$ cat src/rtl/core/xfh_pkg.sv
// Shared types and constants for the XOR-fold hash table with linear probing.
`timescale 1ns / 1ps
`default_nettype none
package xfh_pkg;
	localparam int KeyW = 64;
	localparam int LenW = 4;
	localparam int CfgSizeW = 11;
	localparam int CfgWidthW = 4;
	localparam int CfgDataW = 11;
	localparam int SlotW = 10;
	// The slot count is tied to the 11-bit size register and the 10-bit slot port.
	localparam int TableDepth = 1024;

	localparam logic CFG_TABLE_SIZE = 1'b0;
	localparam logic CFG_KEY_WIDTH = 1'b1;

	typedef struct packed {
		logic [KeyW-1:0] key;
		logic [LenW-1:0] len;
		logic            install;
	} req_t;

	typedef enum logic [2:0] {
		BK_IDLE,
		BK_MOD,
		BK_READ,
		BK_WAIT,
		BK_CHECK,
		BK_DONE,
		BK_CLEAR
	} bk_state_t;
endpackage
`default_nettype wire

$ cat src/rtl/core/xfh_front.sv
// Front end: clips the key to the key width, XOR-folds it and queues the request.
`timescale 1ns / 1ps
`default_nettype none
module xfh_front import xfh_pkg::*; #(
	parameter int KEY_BYTES = 8,
	parameter int HASH_BYTES = 4,
	parameter int QDEPTH = 2
) (
	input  wire logic                  clk,
	input  wire logic                  arst_n,
	input  wire logic                  push,
	output logic                       full,
	input  wire logic [KeyW-1:0]       key,
	input  wire logic [LenW-1:0]       key_length,
	input  wire logic                  install,
	input  wire logic [CfgWidthW-1:0]  width_eff,
	output logic                       q_valid,
	input  wire logic                  q_take,
	output req_t                       q_req,
	output logic [8*HASH_BYTES-1:0]    q_hash
);
	localparam int PtrW = (QDEPTH > 1) ? $clog2(QDEPTH) : 1;
	localparam int CntW = $clog2(QDEPTH + 1);

	req_t                    mem_q  [QDEPTH];
	logic [8*HASH_BYTES-1:0] hash_q [QDEPTH];
	logic [PtrW-1:0]         wr_q, rd_q;
	logic [CntW-1:0]         cnt_q;
	logic [LenW-1:0]         len_c;
	logic [KeyW-1:0]         key_c;
	logic [8*HASH_BYTES-1:0] hash_c;
	logic                    do_push, do_pop;

	always_comb begin
		len_c = (key_length > width_eff) ? width_eff : key_length;
		key_c = '0;
		hash_c = '0;
		for (int i = 0; i < KEY_BYTES; i++) begin
			if (LenW'(i) < len_c) begin
				key_c[8*i +: 8] = key[8*i +: 8];
				hash_c[8*(i % HASH_BYTES) +: 8] = hash_c[8*(i % HASH_BYTES) +: 8]
					^ key[8*i +: 8];
			end
		end
	end

	assign full = (cnt_q == CntW'(QDEPTH));
	assign q_valid = (cnt_q != '0);
	assign do_push = push && !full;
	assign do_pop = q_take && q_valid;
	assign q_req = mem_q[rd_q];
	assign q_hash = hash_q[rd_q];

	always_ff @(posedge clk) begin
		if (do_push) begin
			mem_q[wr_q] <= '{key: key_c, len: len_c, install: install};
			hash_q[wr_q] <= hash_c;
		end
	end

	always_ff @(posedge clk or negedge arst_n) begin
		if (!arst_n) begin
			wr_q <= '0;
			rd_q <= '0;
			cnt_q <= '0;
		end else begin
			if (do_push) wr_q <= (wr_q == PtrW'(QDEPTH-1)) ? '0 : wr_q + 1'b1;
			if (do_pop) rd_q <= (rd_q == PtrW'(QDEPTH-1)) ? '0 : rd_q + 1'b1;
			cnt_q <= cnt_q + CntW'(do_push) - CntW'(do_pop);
		end
	end

	a_cnt_bound: assert property (@(posedge clk) disable iff (!arst_n)
		cnt_q <= CntW'(QDEPTH)) else $error("front queue count overrun");
	a_no_push_full: assert property (@(posedge clk) disable iff (!arst_n)
		full |=> cnt_q != '0) else $error("full queue emptied without pop");
	a_pop_dec: assert property (@(posedge clk) disable iff (!arst_n)
		(do_pop && !do_push) |=> cnt_q == $past(cnt_q) - 1'b1)
		else $error("pop did not shrink queue");
endmodule
`default_nettype wire

$ cat config.mk
export PLATFORM = sky130hd
export DESIGN_NAME = xfh_front
export DESIGN_NICKNAME = d
export VERILOG_FILES = /design/src/rtl/core/xfh_pkg.sv /design/src/rtl/core/xfh_front.sv
export SDC_FILE = /design/constraint.sdc
export NUM_CORES = 1
export LEC_CHECK = 0
export ABC_AREA = 0
export BUFFER_PORTS_ARGS = -buffer_cell sky130_fd_sc_hd__buf_2
export CAP_MARGIN = 30
export CORE_AREA = 2 2 143 145
export DETAILED_ROUTE_END_ITERATION = 16
export DIE_AREA = 0 0 145 147
export PLACE_DENSITY = 0.7
export RECOVER_POWER = 25
export REMOVE_ABC_BUFFERS = 1
export SYNTH_ARGS = -nofsm -noshare
export SYNTH_HDL_FRONTEND = slang
export SYNTH_SLANG_ARGS = --single-unit
$ cat constraint.sdc
create_clock -name clk -period 8.9 [get_ports clk]
set_input_delay 0.445 -clock clk [delete_from_list [all_inputs] [get_ports clk]]
set_output_delay 0.445 -clock clk [all_outputs]
set_load 0.005 [all_outputs]
==> impl_metrics.tcl, run 1 <==
set metrics [dict create \
    postRouteWirelength_mm 20.3 \
    cts_root_buffer "clkbuf_16" \
    final_core_util 0.569 \
    cts_htree_levels 1 \
    filler_cell_count 1593 \
    cts_setup_buffers 0 \
    crit_path_top_delay_cell "clkbuf_1" \
    ioPinCount 180 \
    max-slew-margin-rel -0.475 \
    seq_power_share 0.437 \
    grt_first_pass_wirelength_mm 31.5 \
    dieArea_mm2 0.0213 \
    violations "capacitance limit, slew limit" \
    synthDistinctLibCells 57 \
    wl_per_cell_um 18.7 \
    ys_ff_latch 206 \
    finalPower_w 0.00332 \
    swShare 0.287 \
    yosysTopAreaCellShare 0.646 \
    layout-drive-gt1-share 0.429 \
    drv_slew 119 \
    place.gp.congestion 0.935 \
    netlist_area_mm2 0.00938 \
    synth_cells 616 \
    routed-via-count 5835 \
    period_minus_slack_ns 4.51 \
    cp.arrival_ns 4.70 \
    p_int_w 0.00237 \
    layout.nets 881 \
    grt_max_degree 71 \
    yosysTopAreaCell "edfxtp_1" \
    rsz0062_at_grt "false" \
    setup_violations 0 \
    rows 52 \
    die_height_um 147 \
    yosys_warnings 0 \
    finalCritPeriodShare 0.507 \
    initial_core_util 0.473 \
    worstMarginPinSlew_ns 2.21 \
    power_density_mw_per_mm2 294 \
    drc 0 \
    cpPeakStageDelay_ns 1.66 \
    tritoncts "done" \
    cap_violations 4 \
    crit_required_ns 9.09 \
    antenna_cells 0 \
    synth_edf_count 202 \
    synth_area_per_cell_um2 15.2 \
    grt_antenna_before_repair 0 \
    clk_latency_ns 0.51 \
    postPlaceCellArea_mm2 0.0105 \
    cp-end-kind "register" \
    core-area_mm2 0.0198 \
    peakVddDrop_v 0.000256 \
    areaGrowthSynthToFinish_pct 20.3 \
    yosysMostFrequentCell "edfxtp_1" \
    crit_top_cell "clkbuf_1" \
    clk_path_buf_depth 3 \
    tns_ns 0 \
    cts_sinks 206 \
    comb_power_share 0.293 \
    dp_hpwl_mm 12.8 \
    setup.worst_path.class "register to register" \
    fp.dieW_um 145 \
    fin_area_mm2 0.0113 \
    crit_fanout 36 \
    worstSetupStartpointType "register" \
    clock_skew_ns 0.0160 \
    detail-route-antenna-nets 0 \
    fmax_mhz 222 \
    worstHoldPathType "input pin to register" \
    overflow 0 \
    synth_common_cells "202 x edfxtp_1, 102 x mux2_2, 39 x nor2b_1" \
    io_buffers 179 \
    leakage_nw 4.25 \
    synthArstFlopShare 0.0194 \
    dr.pass1.iters 7 \
    crit_chain "nand2b_1 > nand2_1 > nor2_4 > clkbuf_1 > clkbuf_1 > buf_12" \
    synth-seq-area-share 0.657 \
    cts_made_buffers 23 \
    ys.flop_type "edfxtp_1" \
    final_hold_viol_count 0 \
    p_sw_w 0.000951 \
    via_per_inst 5.38 \
    grt_use_total 0.184 \
    path_clk_slew_ns 0.06 \
    synthTopCellsByArea "edfxtp_1 65%, mux2_2 12%, nor2b_1 2.6%" \
    outcome "finished with violations" \
    grt_pass1_vias 6103 \
    drt_iter0_markers 369 \
    clkPwrFrac 0.270 \
]
==> cell families (layout without fill, tap and decap cells) <==
logic type | count (synthesis) | in the layout | synth area share
adder cells (fa/ha/maj) | 6 | 6 | 0.00800
AND/OR/NAND/NOR | 145 | 145 | 0.0907
multiplexers | 102 | 102 | 0.122
AO/OA/AOI/OAI | 98 | 98 | 0.0923
flip-flops | 206 | 206 | 0.657
buffers and inverters | 55 | 253 | 0.0259
XOR/XNOR | 4 | 4 | 0.00373
==> through the flow <==
stage	hold slack (ns)	cells	worst slack, ns
6_report	0.181	1084	4.39
5_1_grt	0.173	1084	3.97
4_1_cts	0.128	1081	5.71
3_5_place_dp	0.258	1039	5.46
3_3_place_gp	0.251	1037	5.68
2_1_floorplan	0.149	585	3.55
==> cells in the final DEF (no fill, tap or decap), types with 6 or more instances in the layout <==
cell       synthesis  final
nor2_1            26     25
ha_1               6      6
inv_1             24     24
o21ai_0           13     14
mux2_2           102    102
clkbuf_1          18      9
a2111oi_2         13     13
nor3_1            12     12
nor2b_1           39     39
edfxtp_1         202    202
clkbuf_16          0     23
clkinv_1           0      7
buf_2              8    175
and3_1            25     25
o22ai_1            7      7
a21oi_1           29     27
or4_1              8      8
o31ai_1            8      8
and2_1            17     16
nand2_1            6      6
==> power groups by stage <==
stage          Clock (W)  Combinational [W]  Sequential, W
6_report        0.000896           0.000971        0.00145
5_1_grt         0.000952            0.00106        0.00148
4_1_cts         0.000912           0.000969        0.00145
3_5_place_dp           0           0.000965        0.00147
3_3_place_gp           0           0.000946        0.00146
2_1_floorplan          0           0.000555        0.00151
==> worst max-delay path: cells and delay by family (launching register included) <==
family	cells	cell delay [ns]
buf+inv	3	3.36
flops	1	0.41
simple gates	3	0.39
==> registers in the layout (all words and copies together) (netlist names) <==
name and count:
cnt_q 2, hash_q 64, mem_q 138, rd_q 1
wr_q 1
==> worst paths after layout <==
path                            cells past startpoint               start                    end  slack (ns)
worst max-delay path                                6  cnt_q[1]$_DFF_PN0_  mem_q[0][2]$_DFFE_PP_        4.39
max in group asynchronous                           2              arst_n       rd_q$_DFFE_PN0P_        8.37
worst max register to register                      6  cnt_q[1]$_DFF_PN0_  mem_q[0][2]$_DFFE_PP_        4.39
min in group asynchronous                           2              arst_n     cnt_q[0]$_DFF_PN0_        0.30
worst min-delay path                                1             install  mem_q[0][0]$_DFFE_PP_        0.18
worst min register to register                      1  cnt_q[0]$_DFF_PN0_     cnt_q[0]$_DFF_PN0_        0.51
==> per-layer routing <==
| layer | GRT usage | part of all wire | vias up | wire, um |
|---|---|---|---|---|
| met5 | 0 | 0 | - | 0 |
| met4 | 0.0683 | 0.025 | 0 | 498 |
| met3 | 0.0376 | 0.061 | 36 | 1230 |
| met2 | 0.323 | 0.51 | 186 | 10300 |
| met1 | 0.227 | 0.41 | 2864 | 8220 |
| li1 | - | - | 2749 | - |
==> cell type report <==
cell class / instances / area, um2 / share of cell area
sequential: 206 / 6170 / 0.547
clock buffer: 26 / 587 / 0.0520
inverter: 24 / 90.1 / 0.00798
tap: 270 / 338 / 0.0299
multi-input combinational: 355 / 2980 / 0.264
timing repair buffer: 188 / 993 / 0.0880
clock inverter: 15 / 126 / 0.0112
==> what timing repair did <==
action | 4_1_cts | 5_1_grt
hold buffers | 1 | 0
endpoints found under the hold margin | 4 | 0
gates resized for setup | 0 | 0
Note: power is estimated with default switching activity, not from simulation.
==> run 2, diff against run 1 <==
==> constraint.sdc (replaced) <==
create_clock -name clk -period 4.35 [get_ports clk]
set_input_delay 0.2175 -clock clk [delete_from_list [all_inputs] [get_ports clk]]
set_output_delay 0.2175 -clock clk [all_outputs]
set_load 0.005 [all_outputs]
==> run 2 against run 1 <==
  * First-iteration DRC count shrank 25%
  * Setup slack lost 3.4 ns
  * Critical endpoint is now hash_q[1][1]$_DFFE_PP_
  * Non-clock buffer count grew 2
  * The flow still finishes with violations (capacitance limit, slew limit)
==> impl_metrics.tcl, run 2 (synthesis results as in run 1) <==
set metrics [dict create \
    outcome "finished with violations" \
    cts_made_buffers 23 \
    multiInputGateArea_mm2 0.00298 \
    crit_required_ns 4.63 \
    place.gp.congestion 0.880 \
    cts_root_buffer "clkbuf_16" \
    power_density_mw_per_mm2 608 \
    io_buffers 179 \
    clock_skew_ns 0.00921 \
    setup_violations 0 \
    layout-drive-gt1-share 0.434 \
    finalPower_w 0.00690 \
    stdcell_count 1086 \
    cap_violations 2 \
    max-slew-margin-rel -0.171 \
    period_minus_slack_ns 3.34 \
    drc 0 \
    worstMarginPinSlew_ns 1.76 \
    dieArea_mm2 0.0213 \
    dp_hpwl_mm 13.0 \
    filler_cell_count 1612 \
    leakage_nw 4.29 \
    cp.arrival_ns 3.63 \
    grt_pass1_vias 6064 \
    routed-via-count 5826 \
    setup.worst_path.class "input pin to register" \
    areaGrowthSynthToFinish_pct 20.9 \
    mostFrequentLayoutCells "202 x edfxtp_1, 176 x buf_2, 101 x mux2_2" \
    rows 52 \
    die_height_um 147 \
    crit_fanout 16 \
    setup_ws_ns 1.01 \
    drv_slew 36 \
    overflow 0 \
    path_clk_slew_ns 0.06 \
    drt_iter0_markers 277 \
    fin_area_mm2 0.0113 \
    fp.dieW_um 145 \
    ff_latch_area_mm2 0.00617 \
    initial_core_util 0.473 \
    cts_htree_levels 1 \
    layout.nets 883 \
    wl_per_cell_um 18.6 \
    grt_first_pass_wirelength_mm 31.8 \
    cts_setup_buffers 0 \
    critPathLaunch "width_eff[1]" \
    grt_use_total 0.186 \
    core-area_mm2 0.0198 \
    cp-end-kind "register" \
    worstSetupStartpointType "input pin" \
    clk_latency_ns 0.50 \
    layout_commonest_cell "edfxtp_1" \
    postRouteWirelength_mm 20.2 \
    final_hold_viol_count 0 \
    rsz0062_at_grt "false" \
    postPlaceCellArea_mm2 0.0106 \
    grt_antenna_before_repair 0 \
    worstHoldPathType "input pin to register" \
    cts_sinks 206 \
    final_core_util 0.572 \
    reg_top3 "mem_q: 138 flops, hash_q: 64 flops, cnt_q: 2 flops" \
    ioPinCount 180 \
    peakVddDrop_v 0.000588 \
    antenna_cells 0 \
    largest_register_ffs 138 \
    largest-register "mem_q" \
    clk_path_buf_depth 3 \
    finalCritPeriodShare 0.769 \
    fmax_mhz 299 \
    violations "capacitance limit, slew limit" \
    tritoncts "done" \
    via_per_inst 5.36 \
    dp_cells 1042 \
    hold_start "push" \
    r2r_start "cnt_q[1]$_DFF_PN0_" \
    detail-route-antenna-nets 0 \
    dp_slack_ns 1.12 \
    grt_max_degree 73 \
    dr.pass1.iters 4 \
]
==> run 2: cell count changes in the layout (fill, tap and decap cells not counted), sizes merged <==
cell / previous run / this run
dlygate4sd3: 1 / 2
bufinv: 2 / 4
buf: 181 / 182
clkinv: 11 / 10
clkbuf: 32 / 30
clkinvlp: 1 / 2
==> run 2: area by class of cell <==
cell class / instances / area share
tap: 270 / 0.0298
multi-input combinational: 355 / 0.263
inverter: 24 / 0.00794
timing repair buffer: 190 / 0.0880
sequential: 206 / 0.544
clock buffer: 24 / 0.0511
clock inverter: 17 / 0.0171
==> run 2: path summary, 6_finish.rpt <==
| path | to | slack (ns) | depth (start not counted) |
|---|---|---|---|
| max in group asynchronous | rd_q$_DFFE_PN0P_ | 4.08 | 2 |
| min | wr_q$_DFFE_PN0P_ | 0.05 | 3 |
| min in group asynchronous | cnt_q[1]$_DFF_PN0_ | 0.08 | 2 |
| max | hash_q[1][1]$_DFFE_PP_ | 1.01 | 8 |
| max reg2reg | mem_q[0][12]$_DFFE_PP_ | 1.16 | 4 |
| min reg2reg | cnt_q[1]$_DFF_PN0_ | 0.51 | 1 |
==> run 2: what timing repair did <==
| action | in CTS | in global routing |
|---|---|---|
| hold buffers | 2 | 0 |
| hold endpoints to repair | 6 | 0 |
| gates resized for setup | 0 | 0 |
==> run 2: routing by layer <==
metal | part of all wire | track usage
met1 | 0.41 | 0.230
met2 | 0.51 | 0.331
met3 | 0.055 | 0.0370
met4 | 0.021 | 0.0564
met5 | 0 | 0
==> run 2: power by group <==
part           internal (W)  switching, W
Combinational      0.000944       0.00108
Clock               0.00121      0.000758
Sequential          0.00280      0.000114
Total               0.00495       0.00195
==> run 2: per-stage QoR <==
stage               setup TNS, ns  hold WS (ns)
floorplan                 -101.45       -0.0781
global placement                0        0.0227
detailed placement              0        0.0280
CTS                             0        0.0391
global route                    0        0.0400
finish                          0        0.0461
==> run 2: critical path: stages <==
cell       delay, ns
clkbuf_1        0.21
inv_1           0.13
ha_1            0.34
and2b_1         0.21
o211a_1         0.33
o2111ai_1       1.23
a22oi_4         0.52
a2111oi_2       0.42
==> run 3, diff against run 2 <==
==> constraint.sdc (replaced) <==
create_clock -name clk -period 3.5 [get_ports clk]
set_input_delay 0.175 -clock clk [delete_from_list [all_inputs] [get_ports clk]]
set_output_delay 0.175 -clock clk [all_outputs]
set_load 0.005 [all_outputs]
==> run 3 against run 2 <==
  * Via count rose by 4.0%
  * Setup slack worse by 0.37 ns
  * Largest power group unchanged
  * Critical path type unchanged
  * Worst hold slack worse by 0.018 ns
  * The run still ends with capacitance limit, slew limit left
  * Wire length up 2.8%
  * Critical path depth up 2
  * Global-route usage increased by 0.60 points
==> impl_metrics.tcl, run 3 (synthesis results as in run 1) <==
set metrics [dict create \
    wl_per_cell_um 19.0 \
    rr_endpoint "mem_q[0][18]$_DFFE_PP_" \
    dieArea_mm2 0.0213 \
    period_minus_slack_ns 2.87 \
    initial_core_util 0.473 \
    worstMarginPinSlew_ns 1.94 \
    clock_skew_ns 0.0126 \
    setup_ws_ns 0.632 \
    violations "capacitance limit, slew limit" \
    grt_max_degree 70 \
    r2r_cells 4 \
    tritoncts "done" \
    worstSetupStartpointType "input pin" \
    leakage_nw 4.32 \
    io_buffers 179 \
    dp_hpwl_mm 13.5 \
    cp-end-kind "register" \
    setup.worst_path.class "input pin to register" \
    fin_area_mm2 0.0114 \
    grt_first_pass_wirelength_mm 32.9 \
    overflow 0 \
    cts_sinks 206 \
    detail-route-antenna-nets 0 \
    rows 52 \
    final_hold_viol_count 0 \
    cts_htree_levels 1 \
    cts_root_buffer "clkbuf_16" \
    fp.dieW_um 145 \
    layout_commonest_cell "edfxtp_1" \
    path_clk_slew_ns 0.06 \
    largest-register "mem_q" \
    tns_ns 0 \
    max-slew-margin-rel -0.295 \
    reg_top3 "mem_q: 138 flops, hash_q: 64 flops, cnt_q: 2 flops" \
    endpoint "hash_q[1][19]$_DFFE_PP_" \
    largest_register_ffs 138 \
    fmax_mhz 349 \
    peakVddDrop_v 0.000795 \
    critPathLaunch "width_eff[1]" \
    finalCritPeriodShare 0.819 \
    cp.arrival_ns 3.15 \
    cts_setup_buffers 0 \
    stdcell_count 1093 \
    rsz0062_at_grt "false" \
    drc 0 \
    cap_violations 1 \
    drt_iter0_markers 373 \
    layout.nets 888 \
    ioPinCount 180 \
    die_height_um 147 \
    place.gp.congestion 0.943 \
    routed-via-count 6057 \
    dp_slack_ns 0.542 \
    crit_fanout 16 \
    postPlaceCellArea_mm2 0.0106 \
    dp_cells 1046 \
    cts_made_buffers 23 \
    grt_use_total 0.192 \
    crit_required_ns 3.78 \
    mostFrequentLayoutCells "202 x edfxtp_1, 177 x buf_2, 101 x mux2_2" \
    grt_antenna_before_repair 1 \
    power_density_mw_per_mm2 760 \
    areaGrowthSynthToFinish_pct 21.7 \
    filler_cell_count 1605 \
    core-area_mm2 0.0198 \
    drv_slew 33 \
    reg2reg_slack_ns 0.86 \
    worstHoldPathType "input pin to register" \
    setup_violations 0 \
    clk_latency_ns 0.50 \
    layout-drive-gt1-share 0.437 \
    r2r_start "cnt_q[1]$_DFF_PN0_" \
    grt_pass1_vias 6444 \
    dr.pass1.iters 4 \
    via_per_inst 5.54 \
    final_core_util 0.575 \
    postRouteWirelength_mm 20.8 \
    clk_path_buf_depth 3 \
    outcome "finished with violations" \
]
run 3: layout make-up:
| cell class | instances | area [um2] | area share |
|---|---|---|---|
| clock inverter | 16 | 208 | 0.0182 |
| timing repair buffer | 195 | 1030 | 0.0902 |
| sequential | 206 | 6170 | 0.540 |
| clock buffer | 26 | 587 | 0.0514 |
| tap | 270 | 338 | 0.0296 |
| multi-input combinational | 355 | 2990 | 0.262 |
| antenna | 1 | 2.50 | 0.000219 |
| inverter | 24 | 90.1 | 0.00789 |
run 3: routing by layer:
layer | part of all wire | global-route usage
met5 | 0 | 0
met1 | 0.40 | 0.230
met3 | 0.066 | 0.0404
met2 | 0.52 | 0.345
met4 | 0.022 | 0.0663
run 3: through the flow:
step / hold slack [ns] / power, W
floorplan: -0.121 / 0.00524
global placement: -0.0204 / 0.00616
detailed placement: -0.0156 / 0.00624
CTS: 0.0103 / 0.00878
global route: 0.0271 / 0.00911
finish: 0.0286 / 0.00867
run 3: worst max-delay path, cell delays in order:
cell and delay (ns):
clkbuf_1 0.18, inv_1 0.12, ha_1 0.33, and2b_1 0.22, o211a_1 0.33, o2111ai_1 0.87, buf_4 0.30, a211oi_4 0.06
buf_4 0.25, a2111oi_2 0.30
run 3: what timing repair did:
| item | in CTS | in global routing |
|---|---|---|
| hold buffers | 4 | 0 |
| hold endpoints to repair | 7 | 0 |
| gates resized for setup | 0 | 0 |
run 3: where the power goes:
part / total [W] / internal (W) / switching (W)
sequential: 0.00376 / 0.00348 / 0.000282
combinational: 0.00240 / 0.00118 / 0.00122
clock: 0.00251 / 0.00158 / 0.000935
total: 0.00867 / 0.00623 / 0.00244
run 3: worst min-delay path by stage:
stage               slack (ns)  cells past startpoint    start                endpoint
floorplan                -0.12                      0   arst_n      cnt_q[0]$_DFF_PN0_
global placement         -0.02                      1   arst_n        wr_q$_DFFE_PN0P_
detailed placement       -0.02                      1   arst_n        wr_q$_DFFE_PN0P_
CTS                       0.01                      2  key[55]  mem_q[1][60]$_DFFE_PP_
global route              0.03                      2  key[32]  mem_q[0][37]$_DFFE_PP_
finish                    0.03                      2  key[32]  mem_q[0][37]$_DFFE_PP_
